[src/hw/rtl/sfr_pkg.sv]
`timescale 1ns / 1ps
// ----------------------------------------------------------------------------
// sfr_pkg
// Shared constants, types and the CRC byte update of the frame receiver.
// ----------------------------------------------------------------------------
package sfr_pkg;

  localparam logic [7:0]  FLAG_BYTE = 8'h7E;
  localparam logic [7:0]  ESC_BYTE  = 8'h7D;
  localparam logic [7:0]  ESC_FLAG  = 8'h9E;
  localparam logic [7:0]  ESC_ESC   = 8'h9D;
  localparam logic [15:0] CRC_POLY  = 16'h1021;

  localparam int HDR_BYTES = 6;
  localparam int APB_AW    = 4;

  localparam logic [1:0] REG_REQUIRE = 2'd0;
  localparam logic [1:0] REG_LIMIT   = 2'd1;
  localparam logic [1:0] REG_TIMEOUT = 2'd2;

  localparam logic [2:0] ST_OK        = 3'd0;
  localparam logic [2:0] ST_BAD_START = 3'd1;
  localparam logic [2:0] ST_BAD_ESC   = 3'd2;
  localparam logic [2:0] ST_BAD_CRC   = 3'd3;
  localparam logic [2:0] ST_BAD_MODE  = 3'd4;
  localparam logic [2:0] ST_TIMEOUT   = 3'd5;

  typedef struct packed {
    logic       tick;
    logic       is_flag;
    logic       is_esc;
    logic       esc_ok;
    logic [7:0] unesc;
    logic [7:0] raw;
  } item_t;

  typedef struct packed {
    logic        require_request;
    logic [7:0]  copy_limit;
    logic [15:0] timeout_ticks;
  } cfg_t;

  typedef struct packed {
    logic       kind;
    logic [7:0] data_byte;
    logic [7:0] byte_index;
    logic [2:0] status;
    logic [7:0] src_addr;
    logic [7:0] trg_addr;
    logic [7:0] frame_mode;
    logic [7:0] msg_id;
    logic [7:0] ans_id;
    logic [7:0] payload_length;
  } res_t;

  function automatic logic [15:0] crc_feed(input logic [15:0] c, input logic [7:0] b);
    logic [15:0] r;
    r = c;
    for (int k = 0; k < 8; k++) begin
      r = r[15] ? ({r[14:0], 1'b0} ^ CRC_POLY) : {r[14:0], 1'b0};
    end
    return r ^ {8'h00, b};
  endfunction

endpackage

[src/hw/rtl/sfr_in_if.sv]
`timescale 1ns / 1ps
// ----------------------------------------------------------------------------
// sfr_in_if
// Input channel: one line byte or one timer tick per transaction.
// ----------------------------------------------------------------------------
interface sfr_in_if;
  logic       valid;
  logic       ready;
  logic       mode;
  logic [7:0] rx_byte;

  modport source (output valid, output mode, output rx_byte, input ready);
  modport sink   (input valid, input mode, input rx_byte, output ready);
endinterface

[src/hw/rtl/sfr_out_if.sv]
`timescale 1ns / 1ps
// ----------------------------------------------------------------------------
// sfr_out_if
// Result channel: payload bytes and end-of-frame status records.
// ----------------------------------------------------------------------------
interface sfr_out_if;
  logic       valid;
  logic       ready;
  logic       kind;
  logic [7:0] data_byte;
  logic [7:0] byte_index;
  logic [2:0] status;
  logic [7:0] src_addr;
  logic [7:0] trg_addr;
  logic [7:0] frame_mode;
  logic [7:0] msg_id;
  logic [7:0] ans_id;
  logic [7:0] payload_length;

  modport source (output valid, output kind, output data_byte, output byte_index,
                  output status, output src_addr, output trg_addr, output frame_mode,
                  output msg_id, output ans_id, output payload_length,
                  input ready);
  modport sink   (input valid, input kind, input data_byte, input byte_index,
                  input status, input src_addr, input trg_addr, input frame_mode,
                  input msg_id, input ans_id, input payload_length,
                  output ready);
endinterface

[src/hw/rtl/stuffed_frame_receiver_top.sv]
`timescale 1ns / 1ps
// ----------------------------------------------------------------------------
// stuffed_frame_receiver_top
// Byte-stuffed frame receiver with header capture and CRC-16 check.
//
// The in_s channel carries one transaction per line byte or timer tick. The
// out_m channel returns payload bytes as they arrive and one end-of-frame
// record per frame, or a bad-start record for a stray byte in idle.
// Configuration registers sit on the APB port at byte addresses 0, 4 and 8:
// require_request, copy_limit and timeout_ticks.
// One transaction is taken every cycle while the result channel keeps up; a
// result is offered from the output register: each transaction waits first in
// the input queue, then the frame engine, whose CRC byte update is
// combinational, builds any result of it into the output register.
// If the result channel stalls, the output register holds its record and the
// two-entry input queue fills; in_s.ready drops only when the queue is full.
// Synchronous reset returns the engine to idle, empties the queue and the
// output register and loads the register defaults.
// ----------------------------------------------------------------------------
module stuffed_frame_receiver_top (
  input  logic                        clk,
  input  logic                        rst_n,
  sfr_in_if.sink                      in_s,
  sfr_out_if.source                   out_m,
  input  logic                        psel,
  input  logic                        penable,
  input  logic                        pwrite,
  input  logic [sfr_pkg::APB_AW-1:0]  paddr,
  input  logic [31:0]                 pwdata,
  output logic [31:0]                 prdata,
  output logic                        pready
);
  import sfr_pkg::*;

  cfg_t  cfg_r;
  item_t q_item;
  logic  q_valid;
  logic  q_pop;
  logic  cfg_wr;

  assign pready = 1'b1;
  assign cfg_wr = psel && penable && pwrite && pready;

  always_ff @(posedge clk) begin
    if (!rst_n) begin
      cfg_r.require_request <= 1'b1;
      cfg_r.copy_limit      <= 8'd255;
      cfg_r.timeout_ticks   <= 16'd100;
    end else if (cfg_wr) begin
      unique case (paddr[APB_AW-1:2])
        REG_REQUIRE: cfg_r.require_request <= pwdata[0];
        REG_LIMIT:   cfg_r.copy_limit      <= pwdata[7:0];
        REG_TIMEOUT: cfg_r.timeout_ticks   <= pwdata[15:0];
        default: begin
        end
      endcase
    end
  end

  always_comb begin
    unique case (paddr[APB_AW-1:2])
      REG_REQUIRE: prdata = {31'd0, cfg_r.require_request};
      REG_LIMIT:   prdata = {24'd0, cfg_r.copy_limit};
      REG_TIMEOUT: prdata = {16'd0, cfg_r.timeout_ticks};
      default:     prdata = 32'd0;
    endcase
  end

  sfr_front u_front (
    .clk     (clk),
    .rst_n   (rst_n),
    .in_s    (in_s),
    .q_item  (q_item),
    .q_valid (q_valid),
    .q_pop   (q_pop)
  );

  sfr_back u_back (
    .clk     (clk),
    .rst_n   (rst_n),
    .q_item  (q_item),
    .q_valid (q_valid),
    .q_pop   (q_pop),
    .cfg     (cfg_r),
    .out_m   (out_m)
  );
endmodule

[src/hw/rtl/sfr_front.sv]
`timescale 1ns / 1ps
// ----------------------------------------------------------------------------
// sfr_front
// Accepts input transactions, classifies each byte and queues it for the
// frame engine in a two-entry queue.
// ----------------------------------------------------------------------------
module sfr_front (
  input  logic           clk,
  input  logic           rst_n,
  sfr_in_if.sink         in_s,
  output sfr_pkg::item_t q_item,
  output logic           q_valid,
  input  logic           q_pop
);
  import sfr_pkg::*;

  item_t      ent_r [2];
  logic       wp_r;
  logic       rp_r;
  logic [1:0] cnt_r;
  item_t      cls;
  logic       push;

  always_comb begin
    cls.tick    = in_s.mode;
    cls.raw     = in_s.rx_byte;
    cls.is_flag = in_s.rx_byte == FLAG_BYTE;
    cls.is_esc  = in_s.rx_byte == ESC_BYTE;
    cls.esc_ok  = (in_s.rx_byte == ESC_FLAG) || (in_s.rx_byte == ESC_ESC);
    cls.unesc   = (in_s.rx_byte == ESC_FLAG) ? FLAG_BYTE : ESC_BYTE;
  end

  assign in_s.ready = cnt_r != 2'd2;
  assign push       = in_s.valid && in_s.ready;
  assign q_valid    = cnt_r != 2'd0;
  assign q_item     = ent_r[rp_r];

  always_ff @(posedge clk) begin
    if (push) begin
      ent_r[wp_r] <= cls;
    end
  end

  always_ff @(posedge clk) begin
    if (!rst_n) begin
      wp_r  <= 1'b0;
      rp_r  <= 1'b0;
      cnt_r <= 2'd0;
    end else begin
      if (push) begin
        wp_r <= ~wp_r;
      end
      if (q_pop) begin
        rp_r <= ~rp_r;
      end
      cnt_r <= cnt_r + {1'b0, push} - {1'b0, q_pop};
    end
  end

`ifndef ASSERT_OFF
  ap_no_overflow: assert property (@(posedge clk) disable iff (!rst_n)
    cnt_r != 2'd3) else $error("Queue count out of range.");
  ap_no_underflow: assert property (@(posedge clk) disable iff (!rst_n)
    q_pop |-> q_valid) else $error("Queue popped while empty.");
  ap_pointers: assert property (@(posedge clk) disable iff (!rst_n)
    (cnt_r == 2'd0 || cnt_r == 2'd2) |-> wp_r == rp_r)
    else $error("Queue pointers disagree with the count.");
`endif
endmodule

[src/hw/rtl/sfr_back.sv]
`timescale 1ns / 1ps
// ----------------------------------------------------------------------------
// sfr_back
// Frame engine: unstuffing, header capture, CRC check, inter-byte timeout and
// the registered result stage.
// ----------------------------------------------------------------------------
module sfr_back (
  input  logic           clk,
  input  logic           rst_n,
  input  sfr_pkg::item_t q_item,
  input  logic           q_valid,
  output logic           q_pop,
  input  sfr_pkg::cfg_t  cfg,
  sfr_out_if.source      out_m
);
  import sfr_pkg::*;

  localparam logic [1:0] PH_IDLE = 2'd0;
  localparam logic [1:0] PH_HEAD = 2'd1;
  localparam logic [1:0] PH_DATA = 2'd2;
  localparam logic [1:0] PH_CRC  = 2'd3;

  logic [1:0]  phase_r, phase_nxt;
  logic        esc_r, esc_nxt;
  logic [7:0]  cnt_r, cnt_nxt;
  logic [15:0] crc_r, crc_nxt;
  logic [7:0]  crclo_r, crclo_nxt;
  logic [15:0] ticks_r, ticks_nxt;
  logic [7:0]  hdr_r [HDR_BYTES];
  logic [7:0]  hdr_nxt [HDR_BYTES];
  logic        out_valid_r;
  res_t        res_r, res_nxt;

  logic        have_res;
  logic        fin;
  logic [2:0]  fin_st;
  logic        emit;
  logic        bad_start;
  logic [7:0]  d;
  logic        go;
  logic [15:0] ticks_inc;
  logic [7:0]  cnt_inc;
  logic [7:0]  emit_sel;
  logic [7:0]  emit_cnt;
  logic [15:0] crc_got;

  assign q_pop     = q_valid && (!out_valid_r || out_m.ready);
  assign ticks_inc = (ticks_r == 16'hFFFF) ? ticks_r : ticks_r + 16'd1;
  assign cnt_inc   = cnt_r + 8'd1;
  assign d         = esc_r ? q_item.unesc : q_item.raw;
  assign go        = esc_r ? q_item.esc_ok : !q_item.is_esc;
  assign crc_got   = {d, crclo_r};
  assign emit_sel  = (phase_r == PH_DATA) ? cnt_r : hdr_r[5];

  always_comb begin
    if (phase_r == PH_DATA || phase_r == PH_CRC) begin
      emit_cnt = (emit_sel < cfg.copy_limit) ? emit_sel : cfg.copy_limit;
    end else begin
      emit_cnt = 8'd0;
    end
  end

  always_comb begin
    phase_nxt = phase_r;
    esc_nxt   = esc_r;
    cnt_nxt   = cnt_r;
    crc_nxt   = crc_r;
    crclo_nxt = crclo_r;
    ticks_nxt = ticks_r;
    hdr_nxt   = hdr_r;
    fin       = 1'b0;
    fin_st    = ST_OK;
    emit      = 1'b0;
    bad_start = 1'b0;
    if (q_pop) begin
      if (q_item.tick) begin
        if (phase_r != PH_IDLE) begin
          ticks_nxt = ticks_inc;
          if (cfg.timeout_ticks != 16'd0 && ticks_inc >= cfg.timeout_ticks) begin
            fin    = 1'b1;
            fin_st = ST_TIMEOUT;
          end
        end
      end else begin
        ticks_nxt = 16'd0;
        if (phase_r == PH_IDLE) begin
          if (!q_item.is_flag) begin
            bad_start = 1'b1;
          end else begin
            phase_nxt = PH_HEAD;
            esc_nxt   = 1'b0;
            cnt_nxt   = 8'd0;
            crc_nxt   = 16'd0;
            crclo_nxt = 8'd0;
            for (int i = 0; i < HDR_BYTES; i++) begin
              hdr_nxt[i] = 8'd0;
            end
          end
        end else if (!go) begin
          if (esc_r) begin
            fin    = 1'b1;
            fin_st = ST_BAD_ESC;
          end else begin
            esc_nxt = 1'b1;
          end
        end else begin
          esc_nxt = 1'b0;
          unique case (phase_r)
            PH_HEAD: begin
              hdr_nxt[cnt_r[2:0]] = d;
              crc_nxt = crc_feed(crc_r, d);
              if (cnt_r == 8'd5) begin
                cnt_nxt   = 8'd0;
                phase_nxt = (d == 8'd0) ? PH_CRC : PH_DATA;
              end else begin
                cnt_nxt = cnt_inc;
              end
            end
            PH_DATA: begin
              emit    = cnt_r < cfg.copy_limit;
              crc_nxt = crc_feed(crc_r, d);
              if (cnt_inc >= hdr_r[5]) begin
                cnt_nxt   = 8'd0;
                phase_nxt = PH_CRC;
              end else begin
                cnt_nxt = cnt_inc;
              end
            end
            PH_CRC: begin
              if (cnt_r == 8'd0) begin
                crclo_nxt = d;
                cnt_nxt   = 8'd1;
              end else begin
                fin = 1'b1;
                if (crc_got != crc_r) begin
                  fin_st = ST_BAD_CRC;
                end else if (cfg.require_request && hdr_r[2] != 8'd0) begin
                  fin_st = ST_BAD_MODE;
                end else begin
                  fin_st = ST_OK;
                end
              end
            end
            default: begin
              phase_nxt = PH_IDLE;
            end
          endcase
        end
      end
      if (fin) begin
        phase_nxt = PH_IDLE;
        esc_nxt   = 1'b0;
        cnt_nxt   = 8'd0;
        ticks_nxt = 16'd0;
      end
    end
  end

  // Result record built from the state before this transaction.
  always_comb begin
    have_res               = fin || emit || bad_start;
    res_nxt.kind           = !emit;
    res_nxt.data_byte      = emit ? d : 8'd0;
    res_nxt.byte_index     = emit ? cnt_r : 8'd0;
    res_nxt.status         = bad_start ? ST_BAD_START : (fin ? fin_st : ST_OK);
    res_nxt.src_addr       = bad_start ? 8'd0 : hdr_r[0];
    res_nxt.trg_addr       = bad_start ? 8'd0 : hdr_r[1];
    res_nxt.frame_mode     = bad_start ? 8'd0 : hdr_r[2];
    res_nxt.msg_id         = bad_start ? 8'd0 : hdr_r[3];
    res_nxt.ans_id         = bad_start ? 8'd0 : hdr_r[4];
    res_nxt.payload_length = fin ? emit_cnt : 8'd0;
  end

  always_ff @(posedge clk) begin
    if (!rst_n) begin
      phase_r     <= PH_IDLE;
      esc_r       <= 1'b0;
      cnt_r       <= 8'd0;
      crc_r       <= 16'd0;
      crclo_r     <= 8'd0;
      ticks_r     <= 16'd0;
      out_valid_r <= 1'b0;
      for (int i = 0; i < HDR_BYTES; i++) begin
        hdr_r[i] <= 8'd0;
      end
    end else begin
      phase_r <= phase_nxt;
      esc_r   <= esc_nxt;
      cnt_r   <= cnt_nxt;
      crc_r   <= crc_nxt;
      crclo_r <= crclo_nxt;
      ticks_r <= ticks_nxt;
      hdr_r   <= hdr_nxt;
      if (q_pop && have_res) begin
        out_valid_r <= 1'b1;
      end else if (out_m.ready) begin
        out_valid_r <= 1'b0;
      end
    end
  end

  always_ff @(posedge clk) begin
    if (q_pop && have_res) begin
      res_r <= res_nxt;
    end
  end

  assign out_m.valid          = out_valid_r;
  assign out_m.kind           = res_r.kind;
  assign out_m.data_byte      = res_r.data_byte;
  assign out_m.byte_index     = res_r.byte_index;
  assign out_m.status         = res_r.status;
  assign out_m.src_addr       = res_r.src_addr;
  assign out_m.trg_addr       = res_r.trg_addr;
  assign out_m.frame_mode     = res_r.frame_mode;
  assign out_m.msg_id         = res_r.msg_id;
  assign out_m.ans_id         = res_r.ans_id;
  assign out_m.payload_length = res_r.payload_length;

`ifndef ASSERT_OFF
  ap_esc_in_frame: assert property (@(posedge clk) disable iff (!rst_n)
    esc_r |-> phase_r != PH_IDLE) else $error("Escape pending outside a frame.");
  ap_head_count: assert property (@(posedge clk) disable iff (!rst_n)
    phase_r == PH_HEAD |-> cnt_r < 8'd6) else $error("Header count out of range.");
  ap_crc_count: assert property (@(posedge clk) disable iff (!rst_n)
    phase_r == PH_CRC |-> cnt_r <= 8'd1) else $error("CRC byte count out of range.");
  ap_idle_quiet: assert property (@(posedge clk) disable iff (!rst_n)
    phase_r == PH_IDLE |-> ticks_r == 16'd0) else $error("Tick count running in idle.");
`endif
endmodule

[src/flat_wrapper.sv]
// flat-port wrapper written by rule: the top's interface ports become plain ports
module stuffed_frame_receiver_top_flat import sfr_pkg::*;
  (clk, rst_n, psel, penable, pwrite, paddr, pwdata, prdata, pready, in_s_valid, in_s_mode, in_s_rx_byte, in_s_ready, out_m_valid, out_m_kind, out_m_data_byte, out_m_byte_index, out_m_status, out_m_src_addr, out_m_trg_addr, out_m_frame_mode, out_m_msg_id, out_m_ans_id, out_m_payload_length, out_m_ready);
  sfr_in_if in_s_i ();
  sfr_out_if out_m_i ();
  input  logic clk;
  input  logic rst_n;
  input  logic psel;
  input  logic penable;
  input  logic pwrite;
  input  logic [sfr_pkg::APB_AW-1:0] paddr;
  input  logic [31:0] pwdata;
  output logic [31:0] prdata;
  output logic pready;
  input wire logic [$bits(in_s_i.valid)-1:0] in_s_valid;
  input wire logic [$bits(in_s_i.mode)-1:0] in_s_mode;
  input wire logic [$bits(in_s_i.rx_byte)-1:0] in_s_rx_byte;
  output wire logic [$bits(in_s_i.ready)-1:0] in_s_ready;
  output wire logic [$bits(out_m_i.valid)-1:0] out_m_valid;
  output wire logic [$bits(out_m_i.kind)-1:0] out_m_kind;
  output wire logic [$bits(out_m_i.data_byte)-1:0] out_m_data_byte;
  output wire logic [$bits(out_m_i.byte_index)-1:0] out_m_byte_index;
  output wire logic [$bits(out_m_i.status)-1:0] out_m_status;
  output wire logic [$bits(out_m_i.src_addr)-1:0] out_m_src_addr;
  output wire logic [$bits(out_m_i.trg_addr)-1:0] out_m_trg_addr;
  output wire logic [$bits(out_m_i.frame_mode)-1:0] out_m_frame_mode;
  output wire logic [$bits(out_m_i.msg_id)-1:0] out_m_msg_id;
  output wire logic [$bits(out_m_i.ans_id)-1:0] out_m_ans_id;
  output wire logic [$bits(out_m_i.payload_length)-1:0] out_m_payload_length;
  input wire logic [$bits(out_m_i.ready)-1:0] out_m_ready;
  assign in_s_i.valid = in_s_valid;
  assign in_s_i.mode = in_s_mode;
  assign in_s_i.rx_byte = in_s_rx_byte;
  assign in_s_ready = in_s_i.ready;
  assign out_m_valid = out_m_i.valid;
  assign out_m_kind = out_m_i.kind;
  assign out_m_data_byte = out_m_i.data_byte;
  assign out_m_byte_index = out_m_i.byte_index;
  assign out_m_status = out_m_i.status;
  assign out_m_src_addr = out_m_i.src_addr;
  assign out_m_trg_addr = out_m_i.trg_addr;
  assign out_m_frame_mode = out_m_i.frame_mode;
  assign out_m_msg_id = out_m_i.msg_id;
  assign out_m_ans_id = out_m_i.ans_id;
  assign out_m_payload_length = out_m_i.payload_length;
  assign out_m_i.ready = out_m_ready;
  stuffed_frame_receiver_top u_core (.clk(clk), .rst_n(rst_n), .in_s(in_s_i), .out_m(out_m_i), .psel(psel), .penable(penable), .pwrite(pwrite), .paddr(paddr), .pwdata(pwdata), .prdata(prdata), .pready(pready));
endmodule
[config.mk]
export PLATFORM = sky130hd
export DESIGN_NAME = stuffed_frame_receiver_top_flat
export DESIGN_NICKNAME = d
export VERILOG_FILES = /design/src/hw/rtl/sfr_pkg.sv /design/src/hw/rtl/sfr_in_if.sv /design/src/hw/rtl/sfr_out_if.sv /design/src/hw/rtl/stuffed_frame_receiver_top.sv /design/src/hw/rtl/sfr_front.sv /design/src/hw/rtl/sfr_back.sv /design/src/flat_wrapper.sv
export SDC_FILE = /design/constraint.sdc
export NUM_CORES = 1
export LEC_CHECK = 0
export ABC_AREA = 0
export BUFFER_PORTS_ARGS = -buffer_cell sky130_fd_sc_hd__buf_2
export CAP_MARGIN = 20
export CELL_PAD_IN_SITES_DETAIL_PLACEMENT = 1
export CELL_PAD_IN_SITES_GLOBAL_PLACEMENT = 2
export CORE_UTILIZATION = 36
export DETAILED_ROUTE_END_ITERATION = 7
export PLACE_DENSITY_LB_ADDON = 0.1
export SETUP_SLACK_MARGIN = 0.2
export SLEW_MARGIN = 20
export SYNTH_ARGS = -nofsm -noshare
export SYNTH_HDL_FRONTEND = slang
export SYNTH_SLANG_ARGS = --single-unit
[constraint.sdc]
create_clock -name clk -period 9.3 [get_ports clk]
set_input_delay 2.325 -clock clk [delete_from_list [all_inputs] [get_ports clk]]
set_output_delay 2.325 -clock clk [all_outputs]
set_load 0.1 [all_outputs]
==> results of run 1 <==
-- flip-flops by register name (all words and copies together) (netlist names), 16 cells and up, named ones only --
register	count
u_core.cfg_r	25
u_core.u_back.crc_r	16
u_core.u_back.hdr_r	48
u_core.u_back.ticks_r	16
u_core.u_front.ent_r	28
-- power groups by stage --
stage               clock network, uW  registers, uW  logic, uW
finish                           1040           1140        737
global route                     1110           1150        783
CTS                              1070           1150        746
detailed placement                  0           1170        744
global placement                    0           1160        740
floorplan                           0           1390        355
-- stage by stage --
step / power [uW] / area, um^2
global route: 3050 / 12800
floorplan: 1741 / 10980
CTS: 2965 / 12800
global placement: 1905 / 11910
detailed placement: 1910 / 11920
finish: 2922 / 12800
-- placed cells by master (no fill, tap or decap), types with 19 or more instances in the layout --
master / synthesis / routed
nor3_1: 42 / 40
dfxtp_1: 130 / 130
buf_2: 3 / 119
mux2i_1: 19 / 19
clkbuf_16: 0 / 28
xor2_1: 26 / 26
o21ai_0: 20 / 20
ha_1: 49 / 49
nor2b_1: 52 / 52
edfxtp_1: 96 / 96
buf_4: 17 / 19
xnor2_1: 32 / 32
a21oi_1: 73 / 72
inv_1: 47 / 47
a22oi_1: 61 / 61
nor2_1: 147 / 146
nand2_1: 83 / 83
-- metal layers --
metal  up-vias  GRT usage  wire, um
met5         -          0         0
met4         0    0.03913       499
met3        38    0.02218       995
met2       140     0.3095     13650
met1      4139     0.2834     14900
li1       4183          -         -
-- kinds of logic after synthesis --
| group | after synthesis |
|---|---|
| other | 2 |
| buffers and inverters | 116 |
| adders and majority gates | 49 |
| xor gates and xnor gates | 58 |
| AOI/OAI and AO/OA | 223 |
| DFF | 226 |
| muxes | 24 |
| and+or+nand+nor | 423 |
-- area by class of cell --
type / instances / area, um^2 / share of cell area
clock buffers: 37 / 774.5 / 0.06049
well taps: 390 / 488.0 / 0.03811
flip-flops and latches: 226 / 5485 / 0.4284
repair buffers: 138 / 738.2 / 0.05766
clock inverters: 13 / 108.9 / 0.008502
inverters: 51 / 192.7 / 0.01505
multi-input cells: 794 / 5016 / 0.3918
-- path summary, 6_finish.rpt --
check | start | end | slack (ps) | cells after the start
max | paddr[3] | prdata[4] | 3040 | 4
min | u_core.u_back.hdr_r[33] | u_core.u_back.hdr_r[33] | 490 | 2
max reg2reg | u_core.u_back.ticks_r[3] | u_core.u_back.out_m.status[2] | 3820 | 14
min reg2reg | u_core.u_back.hdr_r[33] | u_core.u_back.hdr_r[33] | 490 | 2
-- critical path, delay by kind of cell --
family | cells | cell delay [ps]
AO/OA/AOI/OAI | 1 | 270
buffers and inverters | 2 | 560
AND/OR/NAND/NOR | 1 | 780
==> summary.md, run 1 <==
| Metric | Value |
|---|---|
| Fin. Hold Viols | `0` |
| Initial antenna violation count | `0` |
| Leak pwr | `0.004977 uW` |
| Unrepaired setup endpoints after global routing | `false` |
| Post-CTS Setup Inserts | `0` |
| Crit-path most repeated cell | `buf_2` |
| Int Power | `1868 uW` |
| Worst vdd ir | `0.1276 mV` |
| GPL Wtd Cong | `0.8103` |
| Placed cell count | `1599` |
| Critical path's slowest cell | `nor2b_1` |
| Max FO, Critical Path | `17` |
| Most instantiated library cell after synthesis | `nor2_1` |
| DRT Pass-1 Iters | `5` |
| Mean Syn Cell Area | `9.741 um^2` |
| Outcome | `finished, final reports clean` |
| Number of library cell types mapped by synthesis | `69` |
| Vias in the first global route | `8361` |
| EDFF count, synth | `96` |
| Initial drt markers | `374` |
| Total die area | `0.03103 mm^2` |
| Main combinational cell family by area after synthesis | `simple AND/OR/NAND/NOR gates` |
| Rel. slew slack | `0.3486` |
| Syn Std Cell Area | `0.01092 mm^2` |
| # IOs | `155` |
| Yosys top cell area share | `0.2640` |
| Sequence of cells on the critical path | `buf_2 > nor2b_1 > a22o_1 > buf_2` |
| Synth Register Bits | `226` |
| Simple-Gate Fraction of Synth Area | `0.1887` |
| Die Y | `176.2 um` |
| Starting Density | `0.3674` |
| Largest net degree at the start of global routing | `69` |
| Worst Setup Path Type | `in2out` |
| Final antenna-violating net count | `0` |
| Ant. Diodes | `0` |
| H-tree depth | `1` |
| Synth area leader | `edfxtp_1` |
| Pre-CTS WS | `2972 ps` |
| Post-synthesis compound-gate area fraction | `0.1369` |
| Routed Wire Length | `30040 um` |
| CTS clk-pin slew, worst paths | `60 ps` |
| Fin Hold WS | `485.4 ps` |
| WP data required | `6980 ps` |
| Synthesized-area fraction occupied by adder cells | `0.05615` |
| Worst Max-Slew Pin Slew | `975.0 ps` |
| First-pass GRT wire length | `47610 um` |
| Hold crit path type | `reg2reg` |
| Total CTS buffers | `27` |
| Final period utilization | `0.6732` |
| FFs w/ async S/R, synth | `0` |
| Post-DR wirelength/cell | `18.22 um` |
| CTS Sinks | `226` |
| CP Launch Type | `input pin` |
| GRT overflow | `0` |
| TritonCTS clock tree | `done` |
| Cts repair resizes | `0` |
| Clk_lat worst skew | `550 ps` |
| Critical Path AT | `3940 ps` |
| Yosys Warn Count | `0` |
| Die X | `176.2 um` |
| Total power divided by cell area | `228.2 mW/mm^2` |
| Slack of the critical path | `3039 ps` |
| Bufs on Longest Clock Path | `3` |
| Switching part of the total power | `0.3608` |
| Post-Synth XOR/XNOR Area | `0.04652` |
| Final HPWL DP | `21060 um` |
| Vias per Instance | `5.155` |
| # rows | `63` |
| Total track usage | `0.1946` |
| Setup TNS | `0 ps` |
| Gate power share | `0.252` |
| Buffers on Ports | `119` |
| Post-Route Utilization | `0.4308` |
| Number of max-cap violations | `0` |
| Area delta synth->final | `17.26%` |
| Commonest cells in the netlist | `147 x nor2_1, 130 x dfxtp_1, 96 x edfxtp_1, 83 x nand2_1, 73 x a21oi_1` |
| Layout Nets | `1339` |
| F_max | `159.7 MHz` |
| Hold-fix buffers, CTS | `0` |
| Root Buffer Master | `clkbuf_16` |
| CP peak stage delay | `780 ps` |
| Cells after Synth | `1121` |
| Top FF cell, synth | `dfxtp_1` |
| Clock share of power | `0.356` |
| Leading post-synthesis cells by cell area | `edfxtp_1 26%, dfxtp_1 24%, ha_1 5.6%` |
| Core box area | `0.02972 mm^2` |
| Vias | `8500` |
| # DRC | `0` |
| Fill cell count | `3370` |
| Sw Pwr | `1054 uW` |
| Share of cells above drive strength 1 | `0.1636` |
| Clk_skew | `31.34 ps` |
| Sequential share of power | `0.392` |
| Seq/Total Area, Yosys | `0.5023` |
| Fin. max-slew vios | `0` |
| Mux cell area share after synthesis | `0.02257` |
| Final setup vio count | `0` |
| Final std cells w/o fill | `1649` |
| Post-route minimum period | `6261 ps` |
| Critical Path End Type | `output pin` |
Power figures use the tool's default switching activity.
==> run 2, diff against run 1 <==
- clock period: 9.3 -> 6.4 ns (I/O delays scaled with it)
==> summary.md, run 2 (synthesis results as in run 1) <==
| Metric | Value |
|---|---|
| Outcome | `finished, final reports clean` |
| Starting Density | `0.3674 (unchanged)` |
| Hold crit path type | `reg2reg` |
| Fill cell count | `3360 (-0.30%)` |
| Clk_lat worst skew | `560 ps (about the same)` |
| Final antenna-violating net count | `0 (unchanged)` |
| Total power divided by cell area | `331.8 mW/mm^2 (+45%)` |
| CP Launch Type | `register` |
| Vias in the first global route | `8520 (+1.9%)` |
| Critical Path AT | `5040 ps (+1100 ps)` |
| Placed cell count | `1601 (+0.13%)` |
| Fin. max-slew vios | `0 (unchanged)` |
| GRT overflow | `0 (unchanged)` |
| Leak pwr | `0.004981 uW (about the same)` |
| H-tree depth | `1 (unchanged)` |
| Slack of the critical path | `1563 ps (-1476 ps)` |
| Max FO, Critical Path | `68 (+51)` |
| Share of cells above drive strength 1 | `0.1657 (+0.002120)` |
| Total CTS buffers | `27 (unchanged)` |
| Number of max-cap violations | `0 (unchanged)` |
| Post-DR wirelength/cell | `18.32 um (+0.57%)` |
| Worst Max-Slew Pin Slew | `991.8 ps (+16.75 ps)` |
| Final setup vio count | `0 (unchanged)` |
| Worst Setup Path Type | `reg2reg` |
| Bufs on Longest Clock Path | `3 (unchanged)` |
| Worst vdd ir | `0.2175 mV (+70%)` |
| First-pass GRT wire length | `47870 um (+0.55%)` |
| Reg2reg start | `u_core.u_back.ticks_r[3]` |
| F_max | `206.7 MHz` |
| Setup TNS | `0 ps (unchanged)` |
| Layout Nets | `1341 (+0.15%)` |
| Cts repair resizes | `0 (unchanged)` |
| Regs by FF count | `u_core.u_back.hdr_r: 48 flops, u_core.u_front.ent_r: 28 flops, u_core.cfg_r: 25 flops` |
| DRT Pass-1 Iters | `4 (-1)` |
| Max reg flops | `48 (unchanged)` |
| # DRC | `0 (unchanged)` |
| Vias | `8429 (-0.84%)` |
| Most common cell after layout, fill and taps aside | `nor2_1` |
| Core box area | `0.02972 mm^2 (unchanged)` |
| Final std cells w/o fill | `1651 (+0.12%)` |
| Root Buffer Master | `clkbuf_16` |
| Post-CTS Setup Inserts | `0 (unchanged)` |
| Rel. slew slack | `0.3388 (-0.009828)` |
| Critical Path End Type | `register` |
| CTS clk-pin slew, worst paths | `60 ps (about the same)` |
| HP Start | `u_core.cfg_r[14]` |
| Commonest cells after routing, fill and taps aside | `146 x nor2_1, 130 x dfxtp_1, 119 x buf_2` |
| Die X | `176.2 um (unchanged)` |
| TritonCTS clock tree | `done` |
| Multi-input gate area | `0.005016 mm^2 (unchanged)` |
| Die Y | `176.2 um (unchanged)` |
| Area delta synth->final | `17.45%` |
| Crit path from | `u_core.u_back.ticks_r[3]` |
| # rows | `63 (unchanged)` |
| Post-route minimum period | `4837 ps` |
| Initial antenna violation count | `0 (unchanged)` |
| GPL Wtd Cong | `0.8115 (+0.15%)` |
| Largest net degree at the start of global routing | `69 (unchanged)` |
| Total die area | `0.03103 mm^2 (unchanged)` |
| Routed Wire Length | `30250 um (+0.69%)` |
| Largest reg by FF count | `u_core.u_back.hdr_r` |
| Vias per Instance | `5.105 (-0.96%)` |
| Unrepaired setup endpoints after global routing | `false` |
| Initial drt markers | `408 (+9.1%)` |
| Hold-fix buffers, CTS | `0 (unchanged)` |
| Final HPWL DP | `21300 um (+1.2%)` |
| Pre-CTS WS | `1531 ps (-1441 ps)` |
| Register area | `0.005485 mm^2 (unchanged)` |
| Final period utilization | `0.7558` |
| Total track usage | `0.1966 (+0.001993)` |
| Buffers on Ports | `119 (unchanged)` |
| Clk_skew | `20.32 ps (-11.02 ps)` |
| Ant. Diodes | `0 (unchanged)` |
| Fin. Hold Viols | `0 (unchanged)` |
| CTS Sinks | `226 (unchanged)` |
| # IOs | `155 (unchanged)` |
| WP data required | `6600 ps (-380 ps)` |
-- run 2: cell count changes in the layout (fill, tap and decap cells not counted), sizes merged --
cell | previous run | this run
inv | 49 | 48
clkbuf | 37 | 31
clkinvlp | 1 | 3
buf | 138 | 140
bufinv | 1 | 2
clkinv | 13 | 17
-- run 2: cell type report --
class,instances,area share
sequential,226,0.4277
inverter,51,0.01502
timing repair buffer,140,0.05971
multi-input combinational,794,0.3911
clock buffer,31,0.05541
clock inverter,19,0.01298
tap,390,0.03805
-- run 2: critical path, cell delays in order (launching register included) --
cell     delay, ps
dfxtp_1        450
and4_1         320
nand4_1        270
o31a_1         480
and4_1         280
xor2_1         150
ha_1           300
nand4_1        120
or4_1          510
o32a_1         390
a21oi_4        300
or2_2          240
nor2_1          90
a21oi_4        190
buf_12         320
-- run 2: metrics by stage --
stage / power [uW] / utilization / cell area [um^2] / hold slack (ps)
2_1_floorplan: 2528 / - / 10980 / 457.4
3_3_place_gp: 2777 / 0.4018 / 11940 / 470.9
3_5_place_dp: 2782 / 0.4019 / 11940 / 481.1
4_1_cts: 4320 / 0.4314 / 12820 / 489.6
5_1_grt: 4439 / 0.4316 / 12820 / 526.7
6_report: 4256 / 0.4316 / 12820 / 489.4
-- run 2: final timing paths --
kind / slack [ps] / depth (start not counted) / to
worst max-delay path: 1560 / 14 / u_core.u_back.out_m.status[2]
worst min-delay path: 490 / 2 / u_core.cfg_r[14]
worst max register to register: 1560 / 14 / u_core.u_back.out_m.status[2]
worst min register to register: 490 / 2 / u_core.cfg_r[14]
-- run 2: power breakdown --
group,internal (uW),switching (uW)
sequential,1610,53.9
clock,880,638
combinational,216,861
total,2700,1550
-- run 2: layer usage --
metal	track usage	wire, um	vias up
met1	0.2761	14620	4058
met4	0.04167	535	0
li1	-	-	4188
met2	0.3223	13950	149
met3	0.02476	1150	34
met5	0	0	-
